$ cat config.mk
export PLATFORM = sky130hd
export DESIGN_NAME = lenient_utf8_decoder
export DESIGN_NICKNAME = d
export VERILOG_FILES = /design/src/rtl/luf_pkg.sv /design/src/rtl/luf_front.sv /design/src/rtl/luf_fifo.sv /design/src/rtl/luf_back.sv /design/src/rtl/lenient_utf8_decoder.sv
export SDC_FILE = /design/constraint.sdc
export NUM_CORES = 1
export LEC_CHECK = 0
export ABC_AREA = 1
export ABC_CLOCK_PERIOD_IN_PS = 7900
export BUFFER_PORTS_ARGS = -buffer_cell sky130_fd_sc_hd__buf_2
export CAP_MARGIN = 20
export CORE_MARGIN = 2
export CORE_UTILIZATION = 60
export DETAILED_ROUTE_END_ITERATION = 7
export PLACE_DENSITY_LB_ADDON = 0.12
export SLEW_MARGIN = 30
export SYNTH_ARGS = -nofsm -noshare
export SYNTH_HDL_FRONTEND = slang
export SYNTH_SLANG_ARGS = --single-unit
$ cat constraint.sdc
create_clock -name i_clk -period 7.9 [get_ports i_clk]
set_input_delay 0.79 -clock i_clk [delete_from_list [all_inputs] [get_ports i_clk]]
set_output_delay 0.79 -clock i_clk [all_outputs]
set_load 0.005 [all_outputs]
$ cat src/rtl/luf_pkg.sv
`timescale 1ns / 1ps

package luf_pkg;

    localparam int unsigned LUF_CP_W       = 21;
    localparam int unsigned LUF_MAX_RES    = 3;
    localparam int unsigned LUF_FIFO_DEPTH = 4;

    typedef logic [LUF_CP_W-1:0] t_cp;
    typedef logic [7:0]          t_byte;
    typedef logic [2:0]          t_len;   // 0 invalid, 1 plain, 2..4 lead

    localparam t_cp LUF_REPL_CP = 21'h00_FFFD;

    // One queue entry: every result one input byte causes.
    typedef struct packed {
        logic [1:0]                  n;     // result count, 1..3
        logic                        done;  // byte closed the string
        t_cp [LUF_MAX_RES-1:0]       cp;    // slot 0 goes out first
    } t_rec;

    function automatic t_len seq_len(input t_byte c);
        t_len len;
        if (c[7] == 1'b0) begin
            len = 3'd1;
        end else if (c[7:5] == 3'b110) begin
            len = 3'd2;
        end else if (c[7:4] == 4'b1110) begin
            len = 3'd3;
        end else if (c[7:3] == 5'b11110) begin
            len = 3'd4;
        end else begin
            len = 3'd0;
        end
        return len;
    endfunction

    function automatic t_cp dec2(input t_byte a, input t_byte b);
        return {10'd0, a[4:0], b[5:0]};
    endfunction

    function automatic t_cp dec3(input t_byte a, input t_byte b, input t_byte c);
        return {5'd0, a[3:0], b[5:0], c[5:0]};
    endfunction

    function automatic t_cp dec4(input t_byte a, input t_byte b, input t_byte c,
                                 input t_byte d);
        return {a[2:0], b[5:0], c[5:0], d[5:0]};
    endfunction

    // Plain byte passes through, anything else becomes the replacement.
    function automatic t_cp plain_or_repl(input t_byte c);
        t_cp cp;
        if (c[7] == 1'b0) begin
            cp = {13'd0, c};
        end else begin
            cp = LUF_REPL_CP;
        end
        return cp;
    endfunction

endpackage

$ cat src/rtl/luf_front.sv
`timescale 1ns / 1ps

module luf_front (
    input  logic               i_clk,
    input  logic               i_rst_n,
    input  logic               i_push,
    input  logic               i_full,
    input  luf_pkg::t_byte     i_byte_in,
    input  logic               i_string_end,
    output logic               o_wr,
    output luf_pkg::t_rec      o_rec
);

    luf_pkg::t_byte r_pend [3];   // lead first; no reset, read only once written
    logic [1:0]     r_cnt;
    logic [1:0]     n_cnt;

    logic           acc;
    luf_pkg::t_len  len_b;
    luf_pkg::t_len  len_l;
    luf_pkg::t_byte s1;
    luf_pkg::t_byte s2;
    luf_pkg::t_byte t0;
    logic           buf_en;
    logic [1:0]     buf_idx;
    logic [1:0]     cnt_aft;
    logic [1:0]     res_n;
    luf_pkg::t_cp   cp0;
    luf_pkg::t_cp   cp1;
    luf_pkg::t_cp   cp2;

    assign acc = i_push & ~i_full;

    always_comb begin
        len_b   = luf_pkg::seq_len(i_byte_in);
        len_l   = luf_pkg::seq_len(r_pend[0]);
        s1      = (r_cnt == 2'd1) ? i_byte_in : r_pend[1];
        s2      = (r_cnt == 2'd2) ? i_byte_in : r_pend[2];
        buf_en  = 1'b0;
        buf_idx = r_cnt;
        cnt_aft = r_cnt;
        res_n   = 2'd0;
        cp0     = luf_pkg::LUF_REPL_CP;
        cp1     = luf_pkg::LUF_REPL_CP;
        cp2     = luf_pkg::LUF_REPL_CP;

        if (r_cnt == 2'd0) begin
            if (len_b == 3'd1) begin
                res_n = 2'd1;
                cp0   = {13'd0, i_byte_in};
            end else if (len_b == 3'd0) begin
                res_n = 2'd1;
            end else begin
                buf_en  = 1'b1;
                buf_idx = 2'd0;
                cnt_aft = 2'd1;
            end
        end else if (len_l < 3'd2 || ({1'b0, r_cnt} + 3'd1) >= len_l) begin
            // sequence complete with this byte
            res_n   = 2'd1;
            cnt_aft = 2'd0;
            case (len_l)
                3'd2:    cp0 = luf_pkg::dec2(r_pend[0], s1);
                3'd3:    cp0 = luf_pkg::dec3(r_pend[0], s1, s2);
                3'd4:    cp0 = luf_pkg::dec4(r_pend[0], s1, s2, i_byte_in);
                default: cp0 = luf_pkg::LUF_REPL_CP;
            endcase
        end else begin
            buf_en  = 1'b1;
            cnt_aft = r_cnt + 2'd1;
        end

        // truncated tail: lead -> U+FFFD, then redecode the bytes after it
        t0 = (cnt_aft == 2'd2) ? i_byte_in : r_pend[1];
        if (i_string_end && cnt_aft != 2'd0) begin
            cp0 = luf_pkg::LUF_REPL_CP;
            case (cnt_aft)
                2'd1: begin
                    res_n = 2'd1;
                end
                2'd2: begin
                    res_n = 2'd2;
                    cp1   = luf_pkg::plain_or_repl(t0);
                end
                2'd3: begin
                    if (t0[7] == 1'b0) begin
                        res_n = 2'd3;
                        cp1   = {13'd0, t0};
                        cp2   = luf_pkg::plain_or_repl(i_byte_in);
                    end else if (luf_pkg::seq_len(t0) == 3'd2) begin
                        res_n = 2'd2;
                        cp1   = luf_pkg::dec2(t0, i_byte_in);
                    end else begin
                        res_n = 2'd3;
                        cp2   = luf_pkg::plain_or_repl(i_byte_in);
                    end
                end
                default: begin
                    res_n = 2'd1;
                end
            endcase
        end

        n_cnt = i_string_end ? 2'd0 : cnt_aft;
    end

    always_ff @(posedge i_clk) begin
        if (!i_rst_n) begin
            r_cnt <= 2'd0;
        end else if (acc) begin
            r_cnt <= n_cnt;
        end
    end

    always_ff @(posedge i_clk) begin
        if (acc && buf_en) begin
            r_pend[buf_idx] <= i_byte_in;
        end
    end

    assign o_wr        = acc && (res_n != 2'd0);
    assign o_rec.n     = res_n;
    assign o_rec.done  = i_string_end;
    assign o_rec.cp[0] = cp0;
    assign o_rec.cp[1] = cp1;
    assign o_rec.cp[2] = cp2;

    a_end_clears: assert property (@(posedge i_clk) disable iff (!i_rst_n)
        acc && i_string_end |=> r_cnt == 2'd0)
        else $error("string end left bytes buffered");

    a_end_emits: assert property (@(posedge i_clk) disable iff (!i_rst_n)
        acc && i_string_end |-> o_wr)
        else $error("string end produced no result");

endmodule

$ cat src/rtl/luf_fifo.sv
`timescale 1ns / 1ps

module luf_fifo #(
    parameter int unsigned DEPTH = luf_pkg::LUF_FIFO_DEPTH
) (
    input  logic           i_clk,
    input  logic           i_rst_n,
    input  logic           i_wr,
    input  luf_pkg::t_rec  i_rec,
    input  logic           i_rd,
    output luf_pkg::t_rec  o_head,
    output logic           o_full,
    output logic           o_empty
);

    localparam int unsigned PW = (DEPTH > 1) ? $clog2(DEPTH) : 1;
    localparam int unsigned CW = $clog2(DEPTH + 1);
    localparam logic [PW-1:0] LAST_PTR = PW'(DEPTH - 1);
    localparam logic [CW-1:0] FULL_CNT = CW'(DEPTH);
    localparam logic [PW-1:0] PTR_ONE  = PW'(1);
    localparam logic [CW-1:0] CNT_ONE  = CW'(1);

    luf_pkg::t_rec r_mem [DEPTH];
    logic [PW-1:0] r_wptr;
    logic [PW-1:0] r_rptr;
    logic [CW-1:0] r_count;
    logic          wr_ok;
    logic          rd_ok;

    assign o_full  = (r_count == FULL_CNT);
    assign o_empty = (r_count == '0);
    assign wr_ok   = i_wr & ~o_full;
    assign rd_ok   = i_rd & ~o_empty;
    assign o_head  = r_mem[r_rptr];

    always_ff @(posedge i_clk) begin
        if (!i_rst_n) begin
            r_wptr  <= '0;
            r_rptr  <= '0;
            r_count <= '0;
        end else begin
            if (wr_ok) begin
                r_wptr <= (r_wptr == LAST_PTR) ? '0 : r_wptr + PTR_ONE;
            end
            if (rd_ok) begin
                r_rptr <= (r_rptr == LAST_PTR) ? '0 : r_rptr + PTR_ONE;
            end
            if (wr_ok && !rd_ok) begin
                r_count <= r_count + CNT_ONE;
            end else if (rd_ok && !wr_ok) begin
                r_count <= r_count - CNT_ONE;
            end
        end
    end

    always_ff @(posedge i_clk) begin
        if (wr_ok) begin
            r_mem[r_wptr] <= i_rec;
        end
    end

    a_count_range: assert property (@(posedge i_clk) disable iff (!i_rst_n)
        r_count <= FULL_CNT)
        else $error("queue count out of range");

    a_wr_drop: assert property (@(posedge i_clk) disable iff (!i_rst_n)
        i_wr |-> !o_full)
        else $error("record written into full queue");

endmodule

$ cat src/rtl/luf_back.sv
`timescale 1ns / 1ps

module luf_back (
    input  logic               i_clk,
    input  logic               i_rst_n,
    input  luf_pkg::t_rec      i_head,
    input  logic               i_empty,
    input  logic               i_pop,
    output logic               o_rd,
    output luf_pkg::t_cp       o_code_point,
    output logic               o_last_of_run,
    output logic               o_string_done
);

    logic [1:0] r_idx;   // slot of the head record now on the ports
    logic       last;
    logic       take;

    assign take = i_pop & ~i_empty;
    assign last = (r_idx == (i_head.n - 2'd1));

    always_comb begin
        case (r_idx)
            2'd0:    o_code_point = i_head.cp[0];
            2'd1:    o_code_point = i_head.cp[1];
            2'd2:    o_code_point = i_head.cp[2];
            default: o_code_point = luf_pkg::LUF_REPL_CP;
        endcase
    end

    assign o_last_of_run = last;
    assign o_string_done = last & i_head.done;
    assign o_rd          = take & last;

    always_ff @(posedge i_clk) begin
        if (!i_rst_n) begin
            r_idx <= 2'd0;
        end else if (take) begin
            r_idx <= last ? 2'd0 : r_idx + 2'd1;
        end
    end

    a_idx_in_rec: assert property (@(posedge i_clk) disable iff (!i_rst_n)
        !i_empty |-> r_idx < i_head.n)
        else $error("slot index beyond record");

    a_idx_idle: assert property (@(posedge i_clk) disable iff (!i_rst_n)
        i_empty |-> r_idx == 2'd0)
        else $error("slot index left over with queue empty");

endmodule

$ cat src/rtl/lenient_utf8_decoder.sv
// Output: a byte with results is queued at the edge that accepts it; if the queue was
//   empty, its first code point shows (empty low) right after that edge; the rest follow per pop.
// Throughput: one byte per cycle unless full; a byte that causes m results holds the
//   result side for m pops (m is 3 at most, only on a truncated string tail).
// Reset: synchronous, active low; clears the buffered count and the queue pointers.
`timescale 1ns / 1ps

module lenient_utf8_decoder #(
    parameter int unsigned FIFO_DEPTH = luf_pkg::LUF_FIFO_DEPTH
) (
    input  logic                  i_clk,
    input  logic                  i_rst_n,
    // byte side
    input  logic                  push,
    output logic                  full,
    input  logic [7:0]            i_byte_in,
    input  logic                  i_string_end,
    // code point side
    output logic                  empty,
    input  logic                  pop,
    output logic [20:0]           o_code_point,
    output logic                  o_last_of_run,
    output logic                  o_string_done
);

    // Front: holds the partial sequence (up to three bytes) and turns each byte
    // into one record carrying every code point it causes, tail redecode included.
    // Bytes that only extend a sequence make no record.
    luf_pkg::t_rec rec_in;
    luf_pkg::t_rec rec_head;
    logic          rec_wr;
    logic          rec_rd;
    logic          q_empty;

    luf_front u_front (
        .i_clk        (i_clk),
        .i_rst_n      (i_rst_n),
        .i_push       (push),
        .i_full       (full),
        .i_byte_in    (i_byte_in),
        .i_string_end (i_string_end),
        .o_wr         (rec_wr),
        .o_rec        (rec_in)
    );

    // Record queue: lets the byte side keep going while results wait to be taken.
    luf_fifo #(
        .DEPTH (FIFO_DEPTH)
    ) u_fifo (
        .i_clk   (i_clk),
        .i_rst_n (i_rst_n),
        .i_wr    (rec_wr),
        .i_rec   (rec_in),
        .i_rd    (rec_rd),
        .o_head  (rec_head),
        .o_full  (full),
        .o_empty (q_empty)
    );

    // Back: walks the slots of the head record, one item per pop.
    luf_back u_back (
        .i_clk         (i_clk),
        .i_rst_n       (i_rst_n),
        .i_head        (rec_head),
        .i_empty       (q_empty),
        .i_pop         (pop),
        .o_rd          (rec_rd),
        .o_code_point  (o_code_point),
        .o_last_of_run (o_last_of_run),
        .o_string_done (o_string_done)
    );

    assign empty = q_empty;

endmodule
# Word level (Yosys, flattened, before mapping)
# Memories as Yosys holds them, arrays and structs flattened. A register that Yosys moved wholly into a read port is not among the register bits.
# Cells that the tools add are included.
[classes]
n_addsub = 8
order_cmp = 2
n_eq_ne = 24
muxes = 64
bitwise_logic = 8
reduce_logical = 15
[ops]
columns = ["op", "n"]
rows = [
  ["two-way mux 21 bit", 8],
  ["case mux 21 bit (3 select lines)", 2],
  ["two-way mux 16 bit", 5],
  ["two-way mux 3 bit", 16],
  ["case mux 21 bit (2 select lines)", 1],
  ["two-way mux 2 bit", 17],
  ["equality test 3 bit (second input constant)", 5],
  ["equality test 5 bit (second input constant)", 3],
  ["equality test 2 bit (second input constant)", 6],
  ["equality test 4 bit (second input constant)", 3],
  ["two-way mux 6 bit", 2],
  ["two-way mux 1 bit", 11],
  ["equality test 3 x 2 -> 1 bit (second input constant)", 3],
  ["adder 2 x 1 -> 2 bit (second input constant)", 4],
  ["two-way mux 8 bit", 1],
  ["bitwise AND 1 bit", 6],
  ["zero test 3 bit", 2],
  ["nonzero test 2 bit", 3],
  ["logical AND 1 bit", 5],
  ["equality test 2 x 1 -> 1 bit (second input constant)", 2],
  ["zero test 2 bit", 2],
  ["case mux 2 bit (2 select lines)", 1],
  ["adder 2 x 1 -> 3 bit (second input constant)", 1],
  ["adder 3 x 1 -> 3 bit (second input constant)", 1],
  ["9 further kinds", 11],
]
[word_totals]
register_bits = 11
ram_bits = 288
input_bits = 13
out_inout_bits = 25
word_cells = 128
n_memories = 2
[memory_table]
columns = ["name", "depth", "word_bits", "read_ports", "rd_ports_with_merged_regs", "write_ports", "line_no", "source"]
rows = [
  ["u_fifo.r_mem", 4, 66, 1, 1, 1, "luf_fifo.sv:23", "luf_pkg::t_rec r_mem [DEPTH];"],
  ["u_front.r_pend", 3, 8, 3, 0, 1, "luf_front.sv:14", "luf_pkg::t_byte r_pend [3];"],
]

# Depth between registers and ports, before layout
# Gate-level depths: netlist (run 1).
# An unclocked memory read counts as a cell.
[depth]
depth_word = 31
mapped_depth = 25
mapped_depth_nobuf = 25

# Cells and area by module
# From an unflattened synthesis (run 1), not the netlist that was laid out.
[unflattened]
cells_unflattened = 1202
area_unflattened_um2 = 14009.7
[modules_own_cells]
columns = ["module", "instances", "cells_each", "area_per_inst_um2", "seq_area_each_um2"]
rows = [
  ["luf_fifo", 1, 710, 10882.9, 8107.8],
  ["luf_front", 1, 356, 2461.1, 700.7],
  ["luf_back", 1, 136, 665.6, 40.0],
]

# Least setup slack after synthesis (run 1)
# Ideal clock, no wire load.
[synth_path]
path_type = "reg2reg"
from = "memory u_front.r_pend[0][3] (netlist name)"
to = "memory u_fifo.r_mem[0][0] (netlist name) (enable)"
t_arrival_ps = 3904
required_ps = 7454
slack_ps = 3551
path_stages_with_launch = 17
n_path_buf = 0
path_cell_list = "edfxtp_1 inv_2 nand2_2 nor2_1 inv_1 ha_1 nand2_1 nand2_1 nor2_1 nand3_4 nand2_4 nand2_8 nand2_4 nand2_8 nand2_1 nand2_2 nor2_1"
[synth_rtl]
columns = ["item", "line_no"]
rows = [
  ["start, declared", "luf_front.sv:14"],
  ["end, declared", "luf_fifo.sv:23"],
]

==> run_results.csv, run 1 <==
group,metric,value,unit
run_status,status,"complete, no violations",
clock_tree,cts_root_buf,"clkbuf_16",
sta,rsz0062_at_grt,"false",
global_routing,antenna_found_initial,0,
global_routing,grt_pass1_vias,6724,
route,vias,6903,
die,coreArea,0.0159,mm²
worst_setup_path,cp.required,8.28,ns
layout,syn2layout_area_growth,11.1,%
route,avgViaCountPerCell,5.87,
sta,clock-skew-final,0.0119,ns
worst_setup_path,r2r-end,"u_fifo.r_count[2]",
power_and_ir_drop,power_density,297,mW/mm²
clock_tree,cts_num_sinks,211,
clock_tree,cts_hold_buf,0,
logic_synthesis,synth.distinct_cells,43,
die,die_y,131,µm
power_and_ir_drop,p_switching,1020,µW
route,drt_first_iter_violations,778,
route,final_antenna_net_count,0,
sta,hold_viol_final,0,
power_and_ir_drop,p_comb_share,27.0,%
power_and_ir_drop,p_int,2200,µW
worst_setup_path,crit_path_start,"u_front.r_pend[0][3]",
clock_tree,clk_latency,0.49,ns
global_routing,grtUsageTotal,27.2,%
die,die_area,0.0173,mm²
sta,final-setup-viol-count,0,
clock_tree,cts_resized,0,
logic_synthesis,synth_cells,914,
sta,fin_crit_sh,54.5,%
sta,slew_headroom,36.9,%
logic_synthesis,yosys_warnings,0,
worst_setup_path,crit_path_end,"u_fifo.r_count[2]",
global_routing,gr-total-overflow,0,
route,avgRoutedWirePerCell,19.9,µm
die,dieWidth,131,µm
power_and_ir_drop,leakage,0.00386,µW
sta,worstMarginPinSlew,0.946,ns
layout,finalInstanceArea,0.0108,mm²
worst_setup_path,critical_path_class,"reg -> reg",
layout,num-fill-cells,1210,
run,maxCapViolations,0,
sta,fin_tns_setup,0,ns
placed_design,io_buffer_count,37,
route,wirelength,23.4,mm
clock_tree,clk_pin_slew_worst_paths,0.06,ns
worst_setup_path,cp-start-kind,"register",
power_and_ir_drop,clkPwrFrac,31.2,%
sta,fmax,0.232,GHz
layout,drive_gt1_share,13.0,%
power_and_ir_drop,seqPwrFrac,41.8,%
clock_tree,clockBufferDepth,3,
layout,num_antenna_cells,0,
logic_synthesis,ys_ff_latch,211,
power_and_ir_drop,peakVddDrop,0.212,mV
logic_synthesis,syn_area,0.00975,mm²
power_and_ir_drop,sw_frac_of_total,31.6,%
hold_path,hold_class,"reg -> reg",
worst_setup_path,worstPathArrival,4.68,ns
worst_setup_path,r2r_cells,23,
worst_setup_path,r2r-start,"u_front.r_pend[0][3]",
global_routing,grt_pass1_wl,36.7,mm
route,route.detailed.drc,0,
clock_tree,cts_tree,"yes",
placed_design,place_area,0.0101,mm²
die,start_util,61.4,%
die,row_count,46,
sta,min_period,4.30,ns
die,pin_count,38,
logic_synthesis,synth_sequential_area_ratio,63.7,%
worst_setup_path,r2r_setup_slack,3.60,ns
worst_setup_path,endpoint_kind,"register",
clock_tree,cts_buffers,22,
clock_tree,post_cts_buffers,0,
layout,nNetsFinal,977,
layout,postLayoutCoreUtil,68.2,%
placed_design,hpwlAfterDp,15.3,mm
worst_setup_path,path_max_fanout,12,
global_routing,grt_max_degree,95,
logic_synthesis,synthesis.nets,947,
route,dr.pass1.iters,5,
logic_synthesis,syn_avg_cell_area,10.7,µm²
clock_tree,htreeDepth,1,
sta,drv_slew,0,
placed_design,place_congestion,0.903,
==> per-layer routing <==
| layer | GRT usage, % | share of wire, % |
|---|---|---|
| met1 | 37.8 | 42 |
| met2 | 44.5 | 49 |
| met3 | 4.13 | 7.4 |
| met4 | 9.18 | 2.3 |
| met5 | 0 | 0 |
==> kinds of logic after synthesis <==
logic type	synth area share [%]
AOI/OAI and AO/OA	11.6
DFF	63.7
adders and majority gates	2.64
xor gates and xnor gates	0.270
buffers and inverters	4.90
and+or+nand+nor	16.9
==> metrics by stage <==
step / worst slack (ns) / hold slack [ns] / power, µW / cells
4_1_cts: 3.58 / 0.490 / 3240 / 1176
6_report: 3.60 / 0.489 / 3220 / 1176
5_1_grt: 3.23 / 0.512 / 3370 / 1176
3_3_place_gp: 3.74 / 0.455 / 2200 / 1136
2_1_floorplan: 3.55 / 0.449 / 1910 / 914
3_5_place_dp: 3.60 / 0.481 / 2240 / 1136
==> worst min path at each step <==
stage                                   end  cells past startpoint              start  slack (ns)
after floorplan           u_fifo.r_count[1]                      2  u_fifo.r_count[1]        0.45
after global placement    u_fifo.r_count[1]                      2  u_fifo.r_count[1]        0.46
after detailed placement  u_fifo.r_count[1]                      2  u_fifo.r_count[1]        0.48
after CTS                 u_fifo.r_count[1]                      2  u_fifo.r_count[1]        0.49
after global routing      u_fifo.r_count[1]                      2  u_fifo.r_count[1]        0.51
final                     u_fifo.r_count[1]                      2  u_fifo.r_count[1]        0.49
==> area by class of cell <==
type | instances | area (µm²) | area share [%]
Sequential cell | 211 | 6210 | 57.3
Multi-Input combinational cell | 586 | 3100 | 28.6
Clock buffer | 28 | 594 | 5.48
Inverter | 77 | 302 | 2.78
Tap cell | 216 | 270 | 2.49
Timing Repair Buffer | 46 | 253 | 2.33
Clock inverter | 12 | 114 | 1.05
==> layout by cell type, fill, tap and decap left out, types with 2 or more instances in the layout <==
| cell | Yosys | layout |
|---|---|---|
| nand2_4 | 7 | 7 |
| bufinv_16 | 0 | 2 |
| nor2_2 | 2 | 2 |
| a21oi_1 | 37 | 37 |
| clkinvlp_4 | 0 | 3 |
| nand3_1 | 58 | 58 |
| buf_4 | 0 | 9 |
| nor3_1 | 3 | 3 |
| o211ai_1 | 7 | 7 |
| dfxtp_1 | 13 | 12 |
| edfxtp_1 | 198 | 198 |
| inv_4 | 3 | 3 |
| a211oi_1 | 5 | 5 |
| clkinv_1 | 2 | 5 |
| nor2_1 | 110 | 106 |
| nand3_4 | 2 | 2 |
| xor2_1 | 3 | 3 |
| a221o_1 | 4 | 4 |
| buf_2 | 9 | 37 |
| nand3_2 | 2 | 2 |
| o22ai_1 | 31 | 31 |
| nor2_4 | 1 | 5 |
| nand2_8 | 3 | 3 |
| inv_1 | 64 | 64 |
| nand4_1 | 7 | 7 |
| nand2_1 | 158 | 158 |
| clkinv_2 | 0 | 4 |
| inv_2 | 7 | 7 |
| o21ai_1 | 15 | 15 |
| nand2_2 | 9 | 9 |
| a22oi_1 | 5 | 5 |
| ha_1 | 19 | 19 |
| o21ai_0 | 88 | 88 |
| clkbuf_16 | 0 | 23 |
| clkbuf_1 | 28 | 5 |
==> Yosys cell counts (all sizes together) <==
cell,n,area share (%)
o22ai,31,2.0
o21a,1,0.077
nand2,177,8.1
o21ai,105,5.5
o211ai,7,0.54
a211oi,5,0.39
clkinv,3,0.17
buf,12,0.73
a22oi,5,0.39
inv,74,2.9
nand4,8,0.58
a221o,4,0.41
edfxtp,198,61
or2,1,0.064
a21oi,38,2.1
xor2,3,0.27
nor2,113,4.5
dfxtp,13,2.7
o21bai,1,0.077
nand3,62,3.5
ha,19,2.4
a31oi,1,0.064
fa,1,0.21
o22a,1,0.090
nor3,3,0.15
clkbuf,28,1.1
==> state kept, by name (all words and copies together) (netlist names), named ones only <==
signal	flops
u_front.r_cnt	2
u_front.r_pend	22
u_fifo.r_count	3
u_fifo.r_rptr	2
u_fifo.r_wptr	2
u_back.r_idx	2
u_fifo.r_mem	176
==> worst max-delay path, cell delays in order (launching register included) <==
cell and delay (ns):
edfxtp_1 0.40, inv_2 0.11, nand2_2 0.09, nor2_1 0.54, inv_1 0.31, ha_1 0.40
nand2_1 0.08, nand2_1 0.04, nor2_1 0.18, nand3_4 0.14, nand2_4 0.11, nand2_8 0.10
nand2_4 0.10, nand2_8 0.08, nand2_1 0.10, nand2_2 0.18, inv_2 0.11, ha_1 0.14
inv_1 0.07, fa_1 0.43, a21oi_1 0.14, o21ai_0 0.11, o21ai_0 0.17, a21oi_1 0.06
==> power groups by stage <==
| stage | Clock, µW | Sequential, µW | Combinational [µW] |
|---|---|---|---|
| after detailed placement | 0 | 1370 | 868 |
| after global routing | 1060 | 1350 | 962 |
| after global placement | 0 | 1360 | 841 |
| final | 1000 | 1350 | 869 |
| after CTS | 1020 | 1350 | 876 |
| after floorplan | 0 | 1370 | 544 |
Note: power is estimated with default switching activity, not from simulation.
==> run 2, diff against run 1 <==
--- a/config.mk
+++ b/config.mk
@@ -6,7 +6,7 @@
 export NUM_CORES = 1
 export LEC_CHECK = 0
 export ABC_AREA = 1
-export ABC_CLOCK_PERIOD_IN_PS = 7900
+export ABC_CLOCK_PERIOD_IN_PS = 4200
 export BUFFER_PORTS_ARGS = -buffer_cell sky130_fd_sc_hd__buf_2
 export CAP_MARGIN = 20
 export CORE_MARGIN = 2
==> constraint.sdc (replaced) <==
create_clock -name i_clk -period 4.2 [get_ports i_clk]
set_input_delay 0.42 -clock i_clk [delete_from_list [all_inputs] [get_ports i_clk]]
set_output_delay 0.42 -clock i_clk [all_outputs]
set_load 0.005 [all_outputs]
==> run 2 against run 1 <==
Register-to-register slack worse by 3.2 ns. Maximum frequency up 14%. Clock skew up 0.0012 ns. Critical endpoint unchanged.
==> run_results.csv, run 2 (synthesis gave the netlist of run 1 again) <==
group,metric,value,unit
die,dieWidth,131,µm
power_and_ir_drop,leakage,0.00387,µW
layout,nNetsFinal,982,
worst_setup_path,path_max_fanout,10,
sta,rsz0062_at_grt,"false",
sta,clock-skew-final,0.0131,ns
worst_setup_path,cp-start-kind,"register",
placed_design,place_congestion,0.990,
route,avgRoutedWirePerCell,19.3,µm
sta,slew_headroom,42.2,%
global_routing,grtUsageTotal,26.5,%
die,coreArea,0.0159,mm²
layout,top_register,"u_fifo.r_mem",
worst_setup_path,worstPathArrival,4.16,ns
route,avgViaCountPerCell,5.81,
sta,min_period,3.78,ns
clock_tree,cts_buffers,22,
worst_setup_path,r2r-start,"u_front.r_pend[0][7]",
global_routing,gr-usage-met1,36.6,%
global_routing,grt_max_degree,63,
worst_setup_path,crit_path_start,"u_front.r_pend[0][7]",
placed_design,placed_cells,1138,
clock_tree,clockBufferDepth,3,
route,final_antenna_net_count,0,
sta,hold_viol_final,0,
clock_tree,clk_pin_slew_worst_paths,0.06,ns
placed_design,io_buffer_count,37,
layout,final_cells,1181,
die,pin_count,38,
route,dr.pass1.iters,6,
hold_path,hold_class,"in -> reg",
worst_setup_path,r2r_setup_slack,0.42,ns
route,route.detailed.drc,0,
global_routing,antenna_found_initial,0,
die,die_y,131,µm
power_and_ir_drop,peakVddDrop,0.380,mV
sta,drv_slew,0,
clock_tree,htreeDepth,1,
route,drt_first_iter_violations,660,
layout,postLayoutCoreUtil,68.5,%
global_routing,grt_pass1_vias,6706,
layout,largest_register_ffs,176,
sta,fin_crit_sh,90.0,%
worst_setup_path,endpoint_kind,"register",
die,die_area,0.0173,mm²
die,start_util,61.4,%
worst_setup_path,r2r_cells,24,
route,wirelength,22.8,mm
power_and_ir_drop,power_density,548,mW/mm²
layout,largestRegisters,"u_fifo.r_mem: 176 flops, u_front.r_pend: 22 flops, u_fifo.r_count: 3 flops",
clock_tree,cts_tree,"yes",
worst_setup_path,critical_path_class,"reg -> reg",
placed_design,hpwlAfterDp,15.0,mm
global_routing,use_met3,5.36,%
layout,final_common_cell,"edfxtp_1",
global_routing,met2_usage,44.1,%
clock_tree,cts_root_buf,"clkbuf_16",
layout,most-common-layout-cells,"edfxtp_1, nand2_1, nor2_1",
run_status,status,"complete, no violations",
layout,drive_gt1_share,13.2,%
clock_tree,clk_latency,0.50,ns
global_routing,grt_pass1_wl,36.0,mm
layout,syn2layout_area_growth,11.6,%
clock_tree,cts_num_sinks,211,
global_routing,gr-total-overflow,0,
worst_setup_path,crit_path_end,"u_fifo.r_count[2]",
sta,fmax,0.265,GHz
route,vias,6860,
sta,final-setup-viol-count,0,
global_routing,grt_busiest_layer,"met2",
sta,worstMarginPinSlew,0.867,ns
worst_setup_path,r2r-end,"u_fifo.r_count[2]",
clock_tree,cts_hold_buf,0,
run,maxCapViolations,0,
worst_setup_path,cp.required,4.58,ns
die,row_count,46,
layout,num_antenna_cells,0,
## run 2: cell types whose count changed in the layout (fill, tap and decap cells not counted), moves of 2 or more
cell,delta
clkbuf_1,-2
buf_12,+3
clkinv_2,-3
clkinv_1,+6
buf_4,+2
## run 2: critical path: stages, from the launching register on
cell      delay, ns
edfxtp_1       0.37
nand2_2        0.10
clkinv_4       0.08
nand2_2        0.08
nor2_4         0.18
inv_1          0.15
ha_1           0.35
nand2_1        0.08
nand2_1        0.05
nor2_1         0.17
nand3_4        0.15
nand2_4        0.12
nand2_8        0.09
nand2_4        0.11
nand2_8        0.07
nand2_1        0.08
nand2_2        0.18
inv_2          0.11
ha_1           0.14
inv_1          0.08
fa_1           0.45
a21oi_1        0.16
o21ai_0        0.12
o21ai_0        0.16
a21oi_1        0.05
## run 2: cell type report
cell class	instances	area [µm²]
clock buffer	25	562
inverter	77	302
fill	1230	5000
tap	216	270
sequential	211	6210
timing repair buffer	51	328
multi-input combinational	586	3100
clock inverter	15	109
## run 2: where the power goes
| part | leakage (µW) | switching (µW) | internal (µW) |
|---|---|---|---|
| clock | 0.000318 | 766 | 1020 |
| combinational | 0.00182 | 1090 | 553 |
| sequential | 0.00173 | 58.2 | 2470 |
## run 2: how the worst min path moves through the flow
stage,startpoint,endpoint,slack (ns),depth (start not counted)
final,i_rst_n,u_fifo.r_wptr[0],0.21,3
after global routing,i_rst_n,u_fifo.r_wptr[1],0.21,3
after CTS,i_rst_n,u_fifo.r_wptr[0],0.20,3
after detailed placement,u_fifo.r_count[1],u_fifo.r_count[1],0.49,2
after global placement,u_fifo.r_count[1],u_fifo.r_count[1],0.46,2
after floorplan,u_fifo.r_count[1],u_fifo.r_count[1],0.45,2
## run 2: through the flow
step	hold slack (ns)	worst slack, ns	power (µW)	instance area (µm²)	setup TNS, ns
after CTS	0.195	0.155	5990	10900	0
after detailed placement	0.487	-0.0952	4220	10200	-0.0952
after floorplan	0.449	-0.149	3590	9750	-26.24
after global routing	0.208	0.0624	6260	10900	0
final	0.212	0.421	5960	10900	0
after global placement	0.459	0.0862	4170	10200	0
## run 2: what timing repair did
item,in CTS,in global routing
cloned,0,0
setup endpoints to repair,1,2
pin swaps,0,1
hold endpoints to repair,0,0
setup buffers,0,3
resized for setup,1,1
## run 2: layer usage
metal  share of wire, %  vias up  routed length [µm]
met2                 49      248               11100
li1                   -     3278                   -
met1                 41     3298                9420
met5                  0        -                   0
met4                1.9        0                 429
met3                7.9       36                1800
==> run 3, diff against run 2 <==
--- a/config.mk
+++ b/config.mk
@@ -13,6 +13,7 @@
 export CORE_UTILIZATION = 60
 export DETAILED_ROUTE_END_ITERATION = 7
 export PLACE_DENSITY_LB_ADDON = 0.12
+export RECOVER_POWER = 50
 export SLEW_MARGIN = 30
 export SYNTH_ARGS = -nofsm -noshare
 export SYNTH_HDL_FRONTEND = slang
==> run 3 against run 2 <==
Hold slack worse by 0.0035 ns. Register-to-register slack worse by 0.05 ns. Clock power about the same. Flip-flop and latch count unchanged. Setup slack worse by 0.053 ns. Die area unchanged. Global-route usage unchanged. Power down 0.33%. Combinational power about the same. Maximum frequency down 1.4%. First-iteration DRC count up 5.9%. Critical path type is now reg -> out.
==> run_results.csv, run 3 (synthesis gave the netlist of run 1 again) <==
group,metric,value,unit
route,drt_first_iter_violations,699,
clock_tree,cts_hold_buf,0,
sta,timing.hold.ws,0.208,ns
die,pin_count,38,
worst_setup_path,path_max_fanout,62,
die,start_util,61.4,%
clock_tree,cts_num_sinks,211,
power_and_ir_drop,power_density,551,mW/mm²
route,wirelength,22.8,mm
clock_tree,cts_root_buf,"clkbuf_16",
clock_tree,clockBufferDepth,3,
worst_setup_path,crit_top_cell,"clkbuf_2",
layout,most-common-layout-cells,"edfxtp_1, nand2_1, nor2_1",
worst_setup_path,r2r-start,"u_front.r_pend[0][3]",
clock_tree,clk_pin_slew_worst_paths,0.06,ns
route,vias,6915,
sta,fin_crit_sh,91.3,%
layout,largestRegisters,"u_fifo.r_mem: 176 flops, u_front.r_pend: 22 flops, u_fifo.r_count: 3 flops",
die,die_y,131,µm
global_routing,antenna_found_initial,0,
hold_path,hold_start,"i_rst_n",
layout,final_common_cell,"edfxtp_1",
worst_setup_path,path_cells,"clkbuf_2 > clkbuf_2 > o21ai_0 > a31oi_1 > nand2_1 > buf_2",
worst_setup_path,critical_path_class,"reg -> out",
sta,drv_slew,0,
worst_setup_path,critical_path.top_delay_family,"buffers and inverters",
clock_tree,cts_tree,"yes",
worst_setup_path,cp-start-kind,"register",
sta,worstMarginPinSlew,1.18,ns
route,route.detailed.drc,0,
route,avgViaCountPerCell,5.86,
power_and_ir_drop,leakage,0.00378,µW
layout,postLayoutCoreUtil,67.9,%
clock_tree,clk_latency,0.51,ns
sta,final-setup-viol-count,0,
die,dieWidth,131,µm
placed_design,place_congestion,0.990,
power_and_ir_drop,peakVddDrop,0.381,mV
layout,num_antenna_cells,0,
sta,slew_headroom,21.4,%
sta,clock-skew-final,0.0125,ns
layout,num-fill-cells,1256,
worst_setup_path,worst_path_max_delay_cell,"clkbuf_2",
sta,min_period,3.83,ns
route,avgRoutedWirePerCell,19.3,µm
sta,fmax,0.261,GHz
worst_setup_path,worstPathArrival,3.41,ns
layout,top_register,"u_fifo.r_mem",
run_status,status,"complete, no violations",
worst_setup_path,path_buf_inv,3,
hold_path,hold_class,"in -> reg",
placed_design,io_buffer_count,37,
layout,largest_register_ffs,176,
global_routing,grt_max_degree,63,
global_routing,gr-total-overflow,0,
worst_setup_path,cp.required,3.78,ns
layout,syn2layout_area_growth,10.7,%
sta,hold_viol_final,0,
global_routing,grt_pass1_wl,36.0,mm
clock_tree,cts_buffers,22,
run,maxCapViolations,0,
route,dr.pass1.iters,7,
die,coreArea,0.0159,mm²
placed_design,hpwlAfterDp,15.0,mm
route,final_antenna_net_count,0,
sta,rsz0062_at_grt,"false",
global_routing,grt_pass1_vias,6706,
global_routing,grtUsageTotal,26.5,%
layout,nNetsFinal,982,
die,row_count,46,
die,die_area,0.0173,mm²
clock_tree,htreeDepth,1,
worst_setup_path,slowest_delay,0.99,ns
worst_setup_path,endpoint_kind,"output pin",
layout,drive_gt1_share,10.4,%
run 3: changes by cell type in the layout (fill, tap and decap cells not counted), sizes merged:
cell	delta
inv	-2
clkbuf	+22
buf	-22
clkinvlp	+2
run 3: final cells by class:
class / instances / area, µm² / area share, %
sequential: 211 / 6210 / 57.5
multi-input combinational: 586 / 3040 / 28.2
clock buffer: 25 / 562 / 5.21
timing repair buffer: 51 / 300 / 2.78
inverter: 77 / 299 / 2.77
tap: 216 / 270 / 2.50
clock inverter: 15 / 109 / 1.01
run 3: path summary, 6_finish.rpt:
check / depth (start not counted) / end / slack (ns)
worst max register to register: 18 / u_fifo.r_mem[2][36] / 0.37
worst max-delay path: 6 / o_code_point[15] / 0.37
worst min register to register: 2 / u_fifo.r_count[1] / 0.50
worst min-delay path: 3 / u_fifo.r_wptr[0] / 0.21
run 3: metrics by stage:
step	setup TNS, ns	cell area (µm²)	instances	power, µW	setup slack, ns
finish	0	10800	1181	5940	0.367
global route	0	10800	1181	6240	0.0597
CTS	0	10900	1178	5990	0.155
detailed placement	-0.0952	10200	1138	4220	-0.0952
global placement	0	10200	1138	4170	0.0862
floorplan	-26.24	9750	914	3590	-0.149
run 3: power by group:
group          switching (µW)  internal, µW
Sequential               57.7          2470
Clock                     771          1020
Combinational            1090           535
Total                    1910          4030
run 3: worst reg2reg max path: stages, from the launching register on:
cell and delay (ns):
edfxtp_1 0.41, inv_2 0.12, nand2_2 0.10, nor2_4 0.18, inv_1 0.15, ha_1 0.35, nand2_1 0.08, nand2_1 0.05
nor2_1 0.17, nand3_4 0.14, nand2_4 0.12, nand2_8 0.08, nand2_1 0.41, nand2_4 0.05, nand2_1 0.18, inv_1 0.11
nand3_1 0.23, nand2_1 0.16, o21ai_0 0.48
run 3: repair_timing:
action,in CTS,in global routing
setup buffers,0,3
pin swaps,0,1
resized for setup,1,1
endpoints found under the setup margin,1,2
hold endpoints to repair,0,0
run 3: per-layer routing:
metal | part of all wire [%] | vias to the layer above | global-route usage (%)
met5 | 0 | - | 0
li1 | - | 3281 | -
met3 | 8.2 | 36 | 5.36
met4 | 1.9 | 0 | 6.04
met2 | 49 | 257 | 44.1
met1 | 41 | 3341 | 36.6
